**config.mk**
```make
export PLATFORM = sky130hd
export DESIGN_NAME = pbm_p1_file_validator_core
export DESIGN_NICKNAME = d
export VERILOG_FILES = /design/src/rtl/pfv_pkg.sv /design/src/rtl/pfv_parser.sv /design/src/rtl/pfv_out_reg.sv /design/src/rtl/pbm_p1_file_validator_core.sv
export SDC_FILE = /design/constraint.sdc
export NUM_CORES = 1
export LEC_CHECK = 0
export BUFFER_PORTS_ARGS = -buffer_cell sky130_fd_sc_hd__buf_2
export CAP_MARGIN = 20
export CORE_UTILIZATION = 35
export DETAILED_ROUTE_END_ITERATION = 10
export SLEW_MARGIN = 10
export SYNTH_ARGS = -nofsm -noshare
export SYNTH_HDL_FRONTEND = slang
export SYNTH_HIERARCHICAL = 1
export SYNTH_SLANG_ARGS = --single-unit
```
**constraint.sdc**
```tcl
create_clock -name clk_i -period 6.6 [get_ports clk_i]
set_clock_uncertainty 0.15 [all_clocks]
set_input_delay 0.33 -clock clk_i [delete_from_list [all_inputs] [get_ports clk_i]]
set_output_delay 0.33 -clock clk_i [all_outputs]
set_load 0.005 [all_outputs]
```
**src/rtl/pfv_pkg.sv**
```systemverilog
// Shared types and constants for the PBM P1 file validator.
// No dependencies; imported by every module of the block.
package pfv_pkg;

  localparam int unsigned LINE_MAX_DEF = 255;
  localparam int unsigned MAX_DIM_DEF  = 4095;
  localparam int unsigned COUNT_W      = 25;

  // result codes
  localparam logic [2:0] ERR_NONE  = 3'd0;
  localparam logic [2:0] ERR_MAGIC = 3'd1;
  localparam logic [2:0] ERR_SIZE  = 3'd2;
  localparam logic [2:0] ERR_PIXEL = 3'd3;
  localparam logic [2:0] ERR_COUNT = 3'd4;
  localparam logic [2:0] ERR_JUNK  = 3'd5;

  typedef struct packed {
    logic [7:0] data_byte;
    logic       end_of_file;
  } pfv_in_t;

  typedef struct packed {
    logic       file_valid;
    logic [2:0] error_code;
  } pfv_out_t;

endpackage

```
**src/rtl/pfv_parser.sv**
```systemverilog
// Byte parser: header and body state, updated once per accepted word.
// Depends on pfv_pkg.
module pfv_parser
  import pfv_pkg::*;
#(
  parameter int unsigned LINE_MAX = LINE_MAX_DEF,
  parameter int unsigned MAX_DIM  = MAX_DIM_DEF
) (
  input  logic     clk_i,
  input  logic     rst_ni,
  input  logic     accept_i,
  input  pfv_in_t  word_i,
  output logic     res_valid_o,
  output pfv_out_t res_o
);

  localparam int unsigned LEN_W  = $clog2(LINE_MAX + 1);
  localparam int unsigned DIM_W  = $clog2(MAX_DIM + 2);
  localparam int unsigned GROW_W = DIM_W + 4;
  localparam int unsigned PROD_W = 2 * DIM_W;
  localparam int unsigned CMP_W  = (PROD_W > COUNT_W) ? PROD_W : COUNT_W;

  localparam logic [3:0] PH_MAGIC_P    = 4'd0;
  localparam logic [3:0] PH_MAGIC_ONE  = 4'd1;
  localparam logic [3:0] PH_MAGIC_REST = 4'd2;
  localparam logic [3:0] PH_SIZE_START = 4'd3;
  localparam logic [3:0] PH_WIDTH      = 4'd4;
  localparam logic [3:0] PH_GAP        = 4'd5;
  localparam logic [3:0] PH_SIGN       = 4'd6;
  localparam logic [3:0] PH_HEIGHT     = 4'd7;
  localparam logic [3:0] PH_TAIL       = 4'd8;
  localparam logic [3:0] PH_BODY       = 4'd9;
  localparam logic [3:0] PH_FAILED     = 4'd10;

  localparam logic [2:0] TK_BETWEEN    = 3'd0;
  localparam logic [2:0] TK_PLUS       = 3'd1;
  localparam logic [2:0] TK_MINUS      = 3'd2;
  localparam logic [2:0] TK_DIGITS_POS = 3'd3;
  localparam logic [2:0] TK_DIGITS_NEG = 3'd4;
  localparam logic [2:0] TK_STOPPED    = 3'd5;

  localparam logic [7:0] CH_P     = 8'h50;
  localparam logic [7:0] CH_ONE   = 8'h31;
  localparam logic [7:0] CH_SPACE = 8'h20;
  localparam logic [7:0] CH_LF    = 8'h0A;
  localparam logic [7:0] CH_PLUS  = 8'h2B;
  localparam logic [7:0] CH_MINUS = 8'h2D;

  function automatic logic is_space(input logic [7:0] c);
    is_space = (c == CH_SPACE) || (c >= 8'h09 && c <= 8'h0D);
  endfunction

  function automatic logic is_digit(input logic [7:0] c);
    is_digit = (c >= 8'h30) && (c <= 8'h39);
  endfunction

  function automatic logic is_sign(input logic [7:0] c);
    is_sign = (c == CH_PLUS) || (c == CH_MINUS);
  endfunction

  // v*10 + d, saturating at MAX_DIM+1
  function automatic logic [DIM_W-1:0] grow(input logic [DIM_W-1:0] v, input logic [3:0] d);
    logic [GROW_W-1:0] n;
    n = ({4'b0000, v} * GROW_W'(10)) + {DIM_W'(0), d};
    if (n > GROW_W'(MAX_DIM)) grow = DIM_W'(MAX_DIM + 1);
    else                      grow = n[DIM_W-1:0];
  endfunction

  logic [3:0]         phase_q, phase_d;
  logic [LEN_W-1:0]   len_q, len_d;
  logic [DIM_W-1:0]   width_q, width_d;
  logic [DIM_W-1:0]   height_q, height_d;
  logic               neg_q, neg_d;
  logic [2:0]         tok_q, tok_d;
  logic [1:0]         mag_q, mag_d;
  logic [COUNT_W-1:0] count_q, count_d;
  logic [2:0]         err_q, err_d;

  logic [7:0]         c;
  logic [3:0]         dig;
  logic               in_digits, in_sign, tok_ok, dims_big;
  logic [COUNT_W-1:0] count_inc;
  logic [PROD_W-1:0]  product;
  logic               count_match;
  logic [2:0]         verdict, final_err;

  assign c         = word_i.data_byte;
  assign dig       = c[3:0];
  assign in_digits = (tok_q == TK_DIGITS_POS) || (tok_q == TK_DIGITS_NEG);
  assign in_sign   = (tok_q == TK_PLUS) || (tok_q == TK_MINUS);
  assign tok_ok    = (tok_q == TK_DIGITS_NEG) ? (mag_q == 2'd0) : (mag_q <= 2'd1);
  assign count_inc = (count_q == '1) ? count_q : count_q + COUNT_W'(1);
  assign dims_big  = (width_q > DIM_W'(MAX_DIM)) || (height_q > DIM_W'(MAX_DIM));
  assign product   = {DIM_W'(0), width_q} * {DIM_W'(0), height_q};

  // end-of-file verdict for a file that reached the body (or the end of the size line)
  always_comb begin
    count_match = (neg_q && (product != '0)) ? 1'b0 :
                  (CMP_W'(in_digits ? count_inc : count_q) == CMP_W'(product));
    if (in_digits && !tok_ok) verdict = ERR_PIXEL;
    else if (!count_match)    verdict = ERR_COUNT;
    else if (tok_q == TK_STOPPED || in_sign) verdict = ERR_JUNK;
    else                      verdict = ERR_NONE;
  end

  always_comb begin
    phase_d     = phase_q;
    len_d       = len_q;
    width_d     = width_q;
    height_d    = height_q;
    neg_d       = neg_q;
    tok_d       = tok_q;
    mag_d       = mag_q;
    count_d     = count_q;
    err_d       = err_q;
    final_err   = err_q;
    res_valid_o = 1'b0;

    if (accept_i && word_i.end_of_file) begin
      unique case (phase_q)
        PH_MAGIC_P, PH_MAGIC_ONE:                                   final_err = ERR_MAGIC;
        PH_MAGIC_REST, PH_SIZE_START, PH_WIDTH, PH_GAP, PH_SIGN:    final_err = ERR_SIZE;
        PH_HEIGHT, PH_TAIL: final_err = dims_big ? ERR_SIZE : verdict;
        PH_BODY:            final_err = verdict;
        default:            final_err = err_q;
      endcase
      res_valid_o = 1'b1;
      // back to the start of a new file
      phase_d  = PH_MAGIC_P;
      len_d    = '0;
      width_d  = '0;
      height_d = '0;
      neg_d    = 1'b0;
      tok_d    = TK_BETWEEN;
      mag_d    = 2'd0;
      count_d  = '0;
      err_d    = ERR_NONE;
    end else if (accept_i && phase_q != PH_FAILED) begin
      if (phase_q < PH_BODY && len_q >= LEN_W'(LINE_MAX)) begin
        err_d   = (phase_q <= PH_MAGIC_REST) ? ERR_MAGIC : ERR_SIZE;
        phase_d = PH_FAILED;
      end else begin
        if (phase_q < PH_BODY) len_d = len_q + LEN_W'(1);
        unique case (phase_q)
          PH_MAGIC_P: begin
            if (c == CH_P) phase_d = PH_MAGIC_ONE;
            else begin err_d = ERR_MAGIC; phase_d = PH_FAILED; end
          end
          PH_MAGIC_ONE: begin
            if (c == CH_ONE) phase_d = PH_MAGIC_REST;
            else begin err_d = ERR_MAGIC; phase_d = PH_FAILED; end
          end
          PH_MAGIC_REST: begin
            if (c == CH_LF) begin
              phase_d = PH_SIZE_START;
              len_d   = '0;
            end else if (c != CH_SPACE) begin
              err_d = ERR_MAGIC; phase_d = PH_FAILED;
            end
          end
          PH_SIZE_START: begin
            if (is_digit(c)) begin
              width_d = grow('0, dig);
              phase_d = PH_WIDTH;
            end else begin
              err_d = ERR_SIZE; phase_d = PH_FAILED;
            end
          end
          PH_WIDTH, PH_GAP: begin
            if (is_digit(c)) begin
              if (phase_q == PH_WIDTH) width_d = grow(width_q, dig);
              else begin
                height_d = grow('0, dig);
                phase_d  = PH_HEIGHT;
              end
            end else if (c == CH_LF) begin
              err_d = ERR_SIZE; phase_d = PH_FAILED;
            end else if (is_space(c)) begin
              phase_d = PH_GAP;
            end else if (is_sign(c)) begin
              neg_d   = (c == CH_MINUS);
              phase_d = PH_SIGN;
            end else begin
              err_d = ERR_SIZE; phase_d = PH_FAILED;
            end
          end
          PH_SIGN: begin
            if (is_digit(c)) begin
              height_d = grow('0, dig);
              phase_d  = PH_HEIGHT;
            end else begin
              err_d = ERR_SIZE; phase_d = PH_FAILED;
            end
          end
          PH_HEIGHT, PH_TAIL: begin
            if (phase_q == PH_HEIGHT && is_digit(c)) begin
              height_d = grow(height_q, dig);
            end else if (c == CH_LF) begin
              if (dims_big) begin err_d = ERR_SIZE; phase_d = PH_FAILED; end
              else phase_d = PH_BODY;
            end else if (is_space(c)) begin
              phase_d = PH_TAIL;
            end else begin
              err_d = ERR_SIZE; phase_d = PH_FAILED;
            end
          end
          PH_BODY: begin
            if (tok_q != TK_STOPPED) begin
              if (is_digit(c)) begin
                if (tok_q == TK_MINUS) tok_d = TK_DIGITS_NEG;
                else if (!in_digits)   tok_d = TK_DIGITS_POS;
                if (mag_q == 2'd0) mag_d = (dig > 4'd1) ? 2'd2 : dig[1:0];
                else               mag_d = 2'd2;
              end else if (in_digits && !tok_ok) begin
                err_d = ERR_PIXEL; phase_d = PH_FAILED;
              end else begin
                if (in_digits) begin
                  count_d = count_inc;
                  tok_d   = TK_BETWEEN;
                  mag_d   = 2'd0;
                end
                if (is_space(c)) begin
                  if (in_sign) tok_d = TK_STOPPED;
                end else if (is_sign(c)) begin
                  if (in_sign) tok_d = TK_STOPPED;
                  else         tok_d = (c == CH_MINUS) ? TK_MINUS : TK_PLUS;
                end else begin
                  tok_d = TK_STOPPED;
                end
              end
            end
          end
          default: ;
        endcase
      end
    end
  end

  assign res_o.error_code = final_err;
  assign res_o.file_valid = (final_err == ERR_NONE);

  always_ff @(posedge clk_i or negedge rst_ni) begin
    if (!rst_ni) begin
      phase_q  <= PH_MAGIC_P;
      len_q    <= '0;
      width_q  <= '0;
      height_q <= '0;
      neg_q    <= 1'b0;
      tok_q    <= TK_BETWEEN;
      mag_q    <= 2'd0;
      count_q  <= '0;
      err_q    <= ERR_NONE;
    end else begin
      phase_q  <= phase_d;
      len_q    <= len_d;
      width_q  <= width_d;
      height_q <= height_d;
      neg_q    <= neg_d;
      tok_q    <= tok_d;
      mag_q    <= mag_d;
      count_q  <= count_d;
      err_q    <= err_d;
    end
  end

endmodule

```
**src/rtl/pfv_out_reg.sv**
```systemverilog
// Result register: holds one verdict word until the sink takes it.
// Depends on pfv_pkg.
module pfv_out_reg
  import pfv_pkg::*;
(
  input  logic     clk_i,
  input  logic     rst_ni,
  input  logic     load_i,
  input  pfv_out_t res_i,
  output logic     out_valid_o,
  input  logic     out_stall_i,
  output pfv_out_t out_data_o
);

  logic     valid_q, valid_d;
  pfv_out_t data_q, data_d;

  always_comb begin
    valid_d = valid_q;
    data_d  = data_q;
    if (valid_q && !out_stall_i) valid_d = 1'b0;
    if (load_i) begin
      valid_d = 1'b1;
      data_d  = res_i;
    end
  end

  always_ff @(posedge clk_i or negedge rst_ni) begin
    if (!rst_ni) valid_q <= 1'b0;
    else         valid_q <= valid_d;
  end

  always_ff @(posedge clk_i) begin
    data_q <= data_d;
  end

  assign out_valid_o = valid_q;
  assign out_data_o  = data_q;

endmodule

```
**src/rtl/pbm_p1_file_validator_core.sv**
```systemverilog
// Top level of the PBM P1 file validator: byte parser and result register.
// Depends on pfv_pkg, pfv_parser and pfv_out_reg.
//
//  port group   dir  word         meaning
//  in_*         in   pfv_in_t     one file byte, or the end-of-file marker
//  out_*        out  pfv_out_t    verdict for a file, one per end-of-file marker
//
// One word is taken every clock unless an end marker is held off; each byte
// is folded into the parse state in the cycle it arrives, and the verdict
// enters the result register with the end marker and shows the cycle after.
// Reset (rst_ni low, asynchronous) returns the parser to "expect 'P'" and
// empties the result register. Only an end marker can be held off: it stalls
// while an untaken verdict sits in the result register; ordinary bytes flow on.
module pbm_p1_file_validator_core
  import pfv_pkg::*;
#(
  parameter int unsigned LINE_MAX = LINE_MAX_DEF,
  parameter int unsigned MAX_DIM  = MAX_DIM_DEF
) (
  input  logic     clk_i,
  input  logic     rst_ni,
  input  logic     in_valid_i,
  output logic     in_stall_o,
  input  pfv_in_t  in_data_i,
  output logic     out_valid_o,
  input  logic     out_stall_i,
  output pfv_out_t out_data_o
);

  logic     accept;
  logic     res_valid;
  pfv_out_t res;

  // an end marker needs room in the result register; the slot frees up in
  // the same cycle the sink takes the old verdict
  assign in_stall_o = out_valid_o && out_stall_i && in_data_i.end_of_file;
  assign accept     = in_valid_i && !in_stall_o;

  pfv_parser #(
    .LINE_MAX (LINE_MAX),
    .MAX_DIM  (MAX_DIM)
  ) u_parser (
    .clk_i       (clk_i),
    .rst_ni      (rst_ni),
    .accept_i    (accept),
    .word_i      (in_data_i),
    .res_valid_o (res_valid),
    .res_o       (res)
  );

  pfv_out_reg u_out_reg (
    .clk_i       (clk_i),
    .rst_ni      (rst_ni),
    .load_i      (res_valid),
    .res_i       (res),
    .out_valid_o (out_valid_o),
    .out_stall_i (out_stall_i),
    .out_data_o  (out_data_o)
  );

endmodule
```
==> flow_summary.yaml <==
detailed_routing:
  top_layer: "met4"
  wl_per_cell_um: 17.3
  via_per_inst: 5.39
  wl_met1_mm: 16.8
  post-route-drc-count: 0
  wl_met3_mm: 1.35
  wl_mm: 36.4
  dr.first_iter.drc_count: 675
  drt_first_pass_iters: 5
  wl_met2_mm: 17.8
  vias: 11300
  postRouteAntennaNets: 0
timing:
  finalSetupViolCount: 2
  max_slew_margin: 0.373
  max_freq_mhz: 150
  tightest_slew_ps: 928
  period_share: 1.01
  setup_tns_ps: -93.2
  final.setup.worst_slack_ps: -81.8
  hold_violations: 0
  period_needed_ps: 6680
  rsz0062_at_grt: "true"
  hold-worst-slack_ps: 42.4
  maxSlewViolCount: 0
logic_synthesis:
  syn-instance-count: 1513
  syn_area_mm2: 0.0124
  synth_cell_types: 78
  synth_warnings: 6
  ys.flop_type: "dfrtp_1"
  async_reset_ff_frac: 0.947
  ys_seq_area_frac: 0.155
  avgSynthCellArea_um2: 8.19
  synth_edf_count: 4
  synth_seq_cells: 76
  syn_nets: 1774
grt:
  grt_pass1_vias: 11500
  grt-ovfl-total: 0
  antenna_found_initial: 0
  grt_max_degree: 73
  grt_use_total: 0.209
  grt_pass1_wl_mm: 60.9
setup_path:
  end_kind: "flop"
  cp.required_ps: 6540
  cp.arrival_ps: 6630
  critPathMostFrequentCell: "fa_1"
  path_class: "flop to flop"
  rrSetupSlack_ps: -80
  crit_path_start_kind: "flop"
  cp_slowest_cell: "fa_1"
  critPathMaxStageDelay_ps: 550
  cp_top_family: "adder cells"
  rr_worst_depth: 26
  reg2reg_to: "u_out_reg/out_data_o[3]"
  worstPathBufferInverterCount: 8
  r2r_start: "u_parser/height_q[1]"
  crit_fanout: 7
clocking:
  cts.sinks: 76
  clockBufferDepth: 2
  insertion_delay_ps: 350
  htree_num_levels: 3
  numCtsBuffers: 9
  cts_tree: "built"
  path_clk_slew_ps: 70
  root_buffer: "clkbuf_16"
pwr:
  leakage_nw: 6.59
  p_total_mw: 3.03
  ir_drop_uv: 175
  powerDensity_mw_per_mm2: 204
min_path:
  hp-start: "out_stall_i"
  hold_path_depth: 2
  hold_class: "primary input to flop"
  hold_end: "u_out_reg/out_valid_o"
placement:
  gp_congestion: 0.899
  dpl_worst_slack_ps: -318
  hpwl_mm: 28.3
  io_buffers: 18
die:
  die_h_um: 190
  row_count: 68
  io_pins: 19
  start_util: 0.357
  core-area_mm2: 0.0347
  die_w_um: 190
  dieArea_mm2: 0.0362
final_layout:
  layout_commonest_cell: "nand2_1"
  layout_common_cells: "nand2_1 (213), buf_4 (158), inv_1 (153)"
  areaGrowthSynthToFinish_pct: 19.4
  diodes: 0
  fin_util: 0.426
  fill_cells: 3485
  drive_above_1_share: 0.174
  nets: 1903
run_status:
  status: "complete, but fails checks"
  violations: "setup timing"
flow_run:
  cap_violations: 0
## stage by stage
stage,area (um^2),instances
6_report,14800,2101
2_1_floorplan,12400,1513
3_3_place_gp,13800,2057
5_1_grt,14800,2101
3_5_place_dp,13800,2057
4_1_cts,14700,2097
## Yosys cell counts (6+ instances only)
cell type  count  area [um^2]
dfrtp_1       72         1800
or4_1          8         60.1
nand2_1      220          826
a21o_1        18          135
mux2_2         6         67.6
fa_1         125         2500
nor2_1       100          375
nand4_1       26          163
and2_1        64          400
xnor2_1       53          464
clkbuf_1      61          229
nor4_1        12         75.1
nand3_1       33          165
nor2b_1        9         56.3
o21ai_0       75          375
o21bai_1       7         52.6
nor3_1        32          160
a211oi_1       8         60.1
nand2b_1      14         87.6
inv_1        156          586
xor2_1        30          263
a21oi_1       84          420
o31ai_1       24          180
and3_1        14         87.6
a31oi_1       16          100
ha_1         123         1540
## logic make-up after synthesis
kind of cell               synth area share
muxes                               0.00949
adders and majority gates             0.326
and+or+nand+nor                       0.225
AOI/OAI and AO/OA                     0.147
buffers and inverters                0.0695
DFF                                   0.155
xor gates and xnor gates             0.0673
## area by class of cell
class / count / area (um^2) / share of cell area
well taps: 455 / 569 / 0.0385
clock buffers: 12 / 256 / 0.0173
clock inverters: 3 / 68.8 / 0.00465
flip-flops and latches: 76 / 1930 / 0.131
multi-input cells: 1211 / 9960 / 0.673
inverters: 156 / 586 / 0.0396
repair buffers: 188 / 1430 / 0.0968
## worst max path at each step
stage / startpoint / to / slack (ps) / cells after the start
2_1_floorplan: u_parser/height_q[3] / u_out_reg/out_data_o[3] / 10 / 20
3_3_place_gp: u_parser/width_q[4] / u_out_reg/out_data_o[3] / -320 / 26
3_5_place_dp: u_parser/height_q[9] / u_out_reg/out_data_o[3] / -320 / 21
4_1_cts: u_parser/height_q[1] / u_out_reg/out_data_o[3] / -80 / 24
5_1_grt: u_parser/width_q[4] / u_out_reg/out_data_o[3] / -280 / 22
6_report: u_parser/height_q[1] / u_out_reg/out_data_o[3] / -80 / 26
## power by group
group | switching [mW] | leakage [nW] | total, mW | internal, mW
logic | 0.947 | 5.43 | 1.73 | 0.781
registers | 0.160 | 0.993 | 0.717 | 0.557
clock network | 0.228 | 0.159 | 0.580 | 0.352
## registers in the layout, summed over array words and instances, names as in the netlist, 2 cells and up
register and cells:
u_parser/err_q 2, u_parser/phase_q 4, u_parser/width_q 13, u_parser/mag_q 2, u_parser/len_q 8, u_parser/count_q 25, u_out_reg/out_data_o 4, u_parser/tok_q 3
u_parser/height_q 13
## metal layers
layer  vias to the layer above  global-route usage
met3                        32              0.0196
met1                      5617               0.291
met5                         -                   0
li1                       5398                   -
met2                       270               0.353
met4                         0              0.0415
## what timing repair did
action,CTS,global route
endpoints found under the hold margin,0,14
resized for setup,66,16
hold buffers,0,1
buffers inserted,26,2
pin swaps,57,10
endpoints found under the setup margin,3,3
No activity file was read; power rests on OpenSTA's default activity.
